$ cat config.mk
export PLATFORM = sky130hd
export DESIGN_NAME = bf3_mean
export DESIGN_NICKNAME = d
export VERILOG_FILES = /design/src/rtl/bf3_pkg.sv /design/src/rtl/bf3_mean.sv
export SDC_FILE = /design/constraint.sdc
export NUM_CORES = 2
export LEC_CHECK = 0
export BUFFER_PORTS_ARGS = -buffer_cell sky130_fd_sc_hd__buf_4
export CORE_MARGIN = 10
export CORE_UTILIZATION = 45
export CTS_BUF_LIST = sky130_fd_sc_hd__clkbuf_2 sky130_fd_sc_hd__clkbuf_4 sky130_fd_sc_hd__clkbuf_8
export DETAILED_ROUTE_END_ITERATION = 10
export GPL_ROUTABILITY_DRIVEN = 0
export HOLD_SLACK_MARGIN = 0.03
export PLACE_DENSITY = 0.66
export SETUP_SLACK_MARGIN = 0.1
export SLEW_MARGIN = 20
export SYNTH_ARGS = -nofsm -noshare
export SYNTH_HDL_FRONTEND = slang
export SYNTH_SLANG_ARGS = --single-unit
$ cat constraint.sdc
create_clock -name clk -period 8.4 [get_ports clk]
set_input_delay 1.68 -clock clk [delete_from_list [all_inputs] [get_ports clk]]
set_output_delay 1.68 -clock clk [all_outputs]
set_load 0.02 [all_outputs]
$ cat src/rtl/bf3_pkg.sv
`timescale 1ns / 1ps
package bf3_pkg;

  // Image and channel limits
  localparam int MAX_SIZE     = 1024;
  localparam int CHANNEL_BITS = 16;
  localparam int CHAN_W       = 16;
  localparam int POS_W        = $clog2(MAX_SIZE);
  localparam int ROWCOL_W     = 10;
  localparam int SIZE_W       = 11;
  localparam int SIZE_RESET   = 64;

  // Sum of up to nine channel values, and reciprocal divide by 9, 6 or 4
  localparam int SUM_W     = CHAN_W + 4;
  localparam int RECIP_W   = 22;
  localparam int PROD_W    = SUM_W + RECIP_W;
  localparam int DIV_SHIFT = 23;
  localparam logic [RECIP_W-1:0] RECIP9 = RECIP_W'((2 ** DIV_SHIFT + 8) / 9);
  localparam logic [RECIP_W-1:0] RECIP6 = RECIP_W'((2 ** DIV_SHIFT + 5) / 6);
  localparam logic [RECIP_W-1:0] RECIP4 = RECIP_W'(2 ** DIV_SHIFT / 4);

  typedef struct packed {
    logic [15:0] red_in;
    logic [15:0] green_in;
    logic [15:0] blue_in;
  } px_t;

  typedef struct packed {
    logic [15:0] red_out;
    logic [15:0] green_out;
    logic [15:0] blue_out;
    logic [9:0]  out_row;
    logic [9:0]  out_col;
    logic        last_of_run;
  } res_t;

  typedef struct packed {
    logic [CHAN_W-1:0] red;
    logic [CHAN_W-1:0] green;
    logic [CHAN_W-1:0] blue;
  } pix_t;

  // One result to compute: neighbourhood cells as [column][row]; index 0 holds the oldest column and the newest row
  typedef struct packed {
    pix_t [2:0][2:0]  cells;
    logic [2:0]       row_use;
    logic [2:0]       col_use;
    logic [POS_W-1:0] row;
    logic [POS_W-1:0] col;
    logic             last;
  } job_t;

endpackage

$ cat src/rtl/bf3_mean.sv
`timescale 1ns / 1ps
module bf3_mean (
  input  logic          clk,
  input  logic          rst,
  input  logic          job_valid,
  output logic          job_ready,
  input  bf3_pkg::job_t job,
  output logic          res_valid,
  input  logic          res_stall,
  output bf3_pkg::res_t res_data
);

  import bf3_pkg::*;

  logic [2:0][SUM_W-1:0] row_r;
  logic [2:0][SUM_W-1:0] row_g;
  logic [2:0][SUM_W-1:0] row_b;
  logic [SUM_W-1:0]      sum_r;
  logic [SUM_W-1:0]      sum_g;
  logic [SUM_W-1:0]      sum_b;
  logic [RECIP_W-1:0]    recip;
  logic [2:0]            use_row;
  logic [2:0]            use_col;

  logic                  s3_valid;
  logic [SUM_W-1:0]      s3_r;
  logic [SUM_W-1:0]      s3_g;
  logic [SUM_W-1:0]      s3_b;
  logic [RECIP_W-1:0]    s3_recip;
  logic [POS_W-1:0]      s3_row;
  logic [POS_W-1:0]      s3_col;
  logic                  s3_last;

  logic                  s4_valid;
  logic [PROD_W-1:0]     s4_r;
  logic [PROD_W-1:0]     s4_g;
  logic [PROD_W-1:0]     s4_b;
  logic [POS_W-1:0]      s4_row;
  logic [POS_W-1:0]      s4_col;
  logic                  s4_last;

  logic                  out_en;
  logic                  s4_en;
  logic                  s3_en;

  assign out_en    = !res_valid || !res_stall;
  assign s4_en     = !s4_valid || out_en;
  assign s3_en     = !s3_valid || s4_en;
  assign job_ready = s3_en;

  assign use_row = job.row_use;
  assign use_col = job.col_use;

  // Sum the in-bounds cells row by row
  always_comb begin
    for (int ri = 0; ri < 3; ri++) begin
      row_r[ri] = '0;
      row_g[ri] = '0;
      row_b[ri] = '0;
      for (int ci = 0; ci < 3; ci++) begin
        if (use_row[ri] && use_col[ci]) begin
          row_r[ri] = row_r[ri] + SUM_W'(job.cells[ci][ri].red);
          row_g[ri] = row_g[ri] + SUM_W'(job.cells[ci][ri].green);
          row_b[ri] = row_b[ri] + SUM_W'(job.cells[ci][ri].blue);
        end
      end
    end
    sum_r = row_r[0] + row_r[1] + row_r[2];
    sum_g = row_g[0] + row_g[1] + row_g[2];
    sum_b = row_b[0] + row_b[1] + row_b[2];
  end

  // Three rows and three columns: inside; one of them short: edge; both: corner
  always_comb begin
    case ({&use_row, &use_col})
      2'b11:   recip = RECIP9;
      2'b00:   recip = RECIP4;
      default: recip = RECIP6;
    endcase
  end

  always_ff @(posedge clk) begin
    if (rst) begin
      s3_valid <= 1'b0;
    end else if (s3_en) begin
      s3_valid <= job_valid;
    end
  end

  always_ff @(posedge clk) begin
    if (s3_en && job_valid) begin
      s3_r     <= sum_r;
      s3_g     <= sum_g;
      s3_b     <= sum_b;
      s3_recip <= recip;
      s3_row   <= job.row;
      s3_col   <= job.col;
      s3_last  <= job.last;
    end
  end

  always_ff @(posedge clk) begin
    if (rst) begin
      s4_valid <= 1'b0;
    end else if (s4_en) begin
      s4_valid <= s3_valid;
    end
  end

  always_ff @(posedge clk) begin
    if (s4_en && s3_valid) begin
      s4_r    <= PROD_W'(s3_r) * PROD_W'(s3_recip);
      s4_g    <= PROD_W'(s3_g) * PROD_W'(s3_recip);
      s4_b    <= PROD_W'(s3_b) * PROD_W'(s3_recip);
      s4_row  <= s3_row;
      s4_col  <= s3_col;
      s4_last <= s3_last;
    end
  end

  always_ff @(posedge clk) begin
    if (rst) begin
      res_valid <= 1'b0;
    end else if (out_en) begin
      res_valid <= s4_valid;
    end
  end

  always_ff @(posedge clk) begin
    if (out_en && s4_valid) begin
      res_data.red_out     <= 16'(s4_r[DIV_SHIFT +: CHAN_W]);
      res_data.green_out   <= 16'(s4_g[DIV_SHIFT +: CHAN_W]);
      res_data.blue_out    <= 16'(s4_b[DIV_SHIFT +: CHAN_W]);
      res_data.out_row     <= ROWCOL_W'(s4_row);
      res_data.out_col     <= ROWCOL_W'(s4_col);
      res_data.last_of_run <= s4_last;
    end
  end

endmodule

# After elaboration in Yosys (flattened, before gate mapping)
# Cells that the tools add are included.
[op_classes] n_addsub=24 n_mul=3 n_eq_ne=1 mux=28 reduce_logical=22
[op_table] cell="$add A20 B16 Y20" count=18
[op_table] cell="$mux W20" count=18
[op_table] cell="$mux W16" count=9
[op_table] cell="$add A20 B20 Y20" count=6
[op_table] cell="$mul A20 B22 Y39" count=3
[op_table] cell="$pmux W22 S2" count=1
[op_table] cell="$logic_and A1 B1 Y1" count=12
[op_table] cell="$reduce_and A3 Y1" count=2
[op_table] cell="$logic_not A1 Y1" count=4
[op_table] cell="$logic_or A1 B1 Y1" count=3
[op_table] cell="$eq A2 B2 Y1 const B" count=1
[op_table] cell="$logic_not A2 Y1" count=1
[word_totals] reg_bits=313 inputBits=463 out_inout_bits=71 elab_cells=100

# Longest topological paths before layout
[depth] word_depth=8 mapped_depth=39 mapped_depth_nobuf=34

# Worst setup path before layout
# OpenSTA, ideal clock, no wires.
[synth_path] kind="input to register" startpoint="input job[25] in the netlist's numbering" endpoint="register s3_g[18], data pin" setup_time_ns=0.263 arrival_time_ns=8.344 setup_slack_ns=-0.207 path_stages=34 cell_sequence="buf_2 and2_1 buf_2 buf_6 buf_2 buf_1 nand2_1 inv_1 ha_1 fa_1 maj3_2 a41oi_1 o21ai_1 a221oi_1 o22ai_1 a311oi_2 o21bai_1 a21oi_2 xor2_1 o2bb2ai_1 ha_1 or3_1 o31ai_1 o21ai_0 xnor2_1 o21ai_0 a21oi_1 fa_1 inv_1 ha_1 nand3_1 o21ai_0 mux2i_1 a2111o_1"
[synth_between] elab_chain_len=8
[synth_rtl] item="start, declared" line_no="bf3_mean.sv:7" source="input bf3_pkg::job_t job,"
[synth_rtl] item="$logic_and A1 B1 Y1" line_no="bf3_mean.sv:61" source="if (use_row[ri] && use_col[ci]) begin"
[synth_rtl] item="$mux W16" line_no="bf3_mean.sv:61"
[synth_rtl] item="$add A20 B16 Y20" line_no="bf3_mean.sv:63" source="row_g[ri] = row_g[ri] + SUM_W'(job.cells[ci][ri].green);"
[synth_rtl] item="$mux W20" line_no="bf3_mean.sv:61"
[synth_rtl] item="$add A20 B16 Y20" line_no="bf3_mean.sv:63"
[synth_rtl] item="$mux W20 *" line_no="bf3_mean.sv:61"
[synth_rtl] item="$add A20 B20 Y20 * (2 in series)" line_no="bf3_mean.sv:69" source="sum_g = row_g[0] + row_g[1] + row_g[2];"
[synth_rtl] item="via sum_g[18]" line_no="bf3_mean.sv:19" source="logic [SUM_W-1:0] sum_g;"
[synth_rtl] item="end signal, assigned" line_no="bf3_mean.sv:93" source="s3_g <= sum_g;"
[synth_rtl] item="end, declared" line_no="bf3_mean.sv:27" source="logic [SUM_W-1:0] s3_g;"
# Mark *: on every way through the listed nets, which the timed path passes. The rest lies on a longest branch.
# A chain may end at the register's enable or synchronous reset.

# Worst setup path in the final report
[layout_path] startpoint="input job[21] in the netlist's numbering" endpoint="register s3_g[18], data pin"
[layout_between] elab_chain_len=8
[layout_rtl] item="$logic_and A1 B1 Y1" line_no="bf3_mean.sv:61"
[layout_rtl] item="$mux W16" line_no="bf3_mean.sv:61"
[layout_rtl] item="$add A20 B16 Y20" line_no="bf3_mean.sv:63"
[layout_rtl] item="$mux W20" line_no="bf3_mean.sv:61"
[layout_rtl] item="$add A20 B16 Y20" line_no="bf3_mean.sv:63"
[layout_rtl] item="$mux W20" line_no="bf3_mean.sv:61"
[layout_rtl] item="$add A20 B20 Y20" line_no="bf3_mean.sv:69"
[layout_rtl] item="$add A20 B20 Y20 *" line_no="bf3_mean.sv:69"
[layout_rtl] item="via sum_g[18]" line_no="bf3_mean.sv:19"
# Marks and branches as above.

==> out/qor.yml <==
cts:
  clock_path_buffers: 3
  cts_hold_buffers: 0
  cts_tree: "done"
  clk_pin_slew_ns: 0.06
  root_buffer: "clkbuf_8"
  cts_buffers: 37
  clkSinkCount: 226
  cts_max_level: 2
  clkLatencyLatePin_ns: 0.64
run_status:
  status: "finished clean"
global_route:
  grt_util_met2_pct: 42.1
  grt_use_met3_pct: 5.30
  busiest_layer: "met2"
  grt_use_total_pct: 25.8
  grt_max_degree: 70
  grt_pass1_wl_mm: 263
  antenna_found_initial: 13
  grt_pass1_vias: 44800
  grt_util_met1_pct: 32.4
  grt_overflow: 0
drt:
  vias_per_cell: 5.38
  drt_iter0_drc: 2764
  drt-pass1-iter-count: 7
  drc: 0
  wl_per_cell_um: 21.4
  dr_total_vias: 43900
  wl_mm: 174
  ant_nets: 0
sta:
  grt_setup_unrepaired: "true"
  max_slew_margin_pct: 29.6
  setup_violations: 0
  post-route-period-util_pct: 95.0
  tightestPinTransition_ns: 1.04
  hold_violations: 0
  worst_slack_ns: 0.420
  max_freq_mhz: 125
  final_period_minus_worst_setup_slack_ns: 7.98
  finalMaxSlewViolations: 0
  finalClockSkew_ns: 0.0388
placement:
  portBuffers: 533
  pre_cts_ws_ns: -0.278
  hpwlAfterDp_mm: 156
synth:
  synth_top_cell_by_area: "fa_1"
  async_flop_share_pct: 0
  yosys_warnings: 0
  seq_area_frac_synth_pct: 12.6
  synth_area_per_cell_um2: 8.89
  synthTopCellsByArea: "fa_1, ha_1, edfxtp_1"
  synth_cell_types: 98
  synth_flop_cell: "edfxtp_1"
  syn_area_mm2: 0.0535
  syn_inst: 6022
  synth_top_area_share_pct: 26.4
  mappedNetlistNets: 7984
  synth_edf_count: 223
  ys_seq_elements: 226
critical_path:
  cp_slowest_stage_delay_ns: 0.52
  cp.arrival_ns: 8.36
  worst-setup-path-type: "input pin to flop"
  cp_data_required_time_ns: 8.78
  rr_worst_depth: 25
  start_kind: "input pin"
  crit_fanout: 6
  crit_slowest_cell: "fa_1"
  worst_setup_path_end_kind: "flop"
finish:
  most-common-layout-cells: "inv_1, ha_1, fa_1"
  layout_commonest_cell: "inv_1"
  drive_gt1_share_pct: 13.0
  area_growth_pct: 13.6
  fin_nets: 8561
worst_hold_path:
  whs_path_depth: 0
  hp-class: "flop to flop"
die:
  die_y_um: 365
  die_w_um: 365
  io_pins: 534
  die-area_mm2: 0.133
  core_area_mm2: 0.118
  rows: 126
  initial_utilization_pct: 45.3
job:
  cap_violations: 0
[flip-flops by register name, indices dropped and copies added (netlist names)]
register   cells
res_data      69
res_valid      1
s3_b          20
s3_col        10
s3_g          20
s3_last        1
s3_r          20
s3_recip       4
s3_row        10
s3_valid       1
s4_b          16
s4_col        10
s4_g          16
s4_last        1
s4_r          16
s4_row        10
s4_valid       1
[area by class of cell]
type | count | area [um2]
tap | 1536 | 1920
clock inverter | 19 | 136
timing repair buffer | 688 | 5160
antenna | 3 | 7.51
fill | 11000 | 57300
multi-input combinational | 4345 | 41300
clock buffer | 47 | 584
sequential | 226 | 6760
inverter | 1301 | 4880
[path summary, 6_finish.rpt]
check | slack (ns) | endpoint | from
setup / recovery | 0.42 | s3_g[18] | job[21]
hold / removal | 0.39 | s4_last | s3_last
setup reg to reg | 0.69 | s4_g[38] | s3_recip[19]
hold reg to reg | 0.39 | s4_last | s3_last
[layer usage]
| layer | vias to the layer above | wire length, um |
|---|---|---|
| met4 | 16 | 10000 |
| li1 | 20900 | - |
| met3 | 335 | 13500 |
| met5 | - | 122 |
| met2 | 1562 | 78100 |
| met1 | 21100 | 72700 |
[per-stage QoR]
stage	util [%]	std cells	hold WS [ns]	TNS, ns	instance area (um2)
final	51.5	8165	0.387	0	60800
after global routing	51.5	8164	0.392	0	60800
after CTS	51.4	8159	0.380	0	60700
after detailed placement	50.8	8093	0.405	-0.601	60000
after global placement	50.8	8093	0.400	-0.130	60000
after floorplan	-	6022	0.400	0	53600
[synth_stat cells, types with 18 or more instances]
master	n
inv_1	1301
ha_1	794
fa_1	705
nand2_1	469
a21oi_1	308
o21ai_0	257
nor2_1	246
edfxtp_1	223
xnor2_1	209
and2_1	167
xor2_1	131
and3_1	124
clkbuf_1	117
nand3_1	89
a21o_1	85
nor3_1	84
o21a_1	63
nor2b_1	48
a31oi_1	37
nand2b_1	35
a22o_1	34
o21ai_1	33
or3_1	32
o211ai_1	25
o21bai_1	22
o22ai_1	22
mux2_2	21
nand4_1	20
a21boi_0	18
[logic make-up (layout without fill, tap and decap cells)]
logic type               after synthesis  count (layout)  share of synthesized area [%]
multiplexers                          33              33                          0.666
AO/OA/AOI/OAI                       1095            1095                           13.3
buffers and inverters               1451            2055                           10.3
other                                  0               3                              0
AND/OR/NAND/NOR                     1358            1358                           12.2
adder cells (fa/ha/maj)             1519            1519                           45.3
XOR/XNOR                             340             340                           5.56
flip-flops                           226             226                           12.6
[repair_timing]
action / CTS / global route
setup endpoints to repair: 0 / 4
gates resized for setup: 0 / 5
buffers inserted: 0 / 3
[worst max-delay path, delay by kind of cell]
family | cells | cell delay, ns
XOR/XNOR | 2 | 0.33
adder cells (fa/ha/maj) | 6 | 2.03
multiplexers | 1 | 0.11
AO/OA/AOI/OAI | 14 | 3.00
buffers and inverters | 5 | 0.54
AND/OR/NAND/NOR | 3 | 0.66
Power is left out: the tool's default activity adds up to more than one toggle a clock period on the data nets, which glitch-free logic cannot reach.
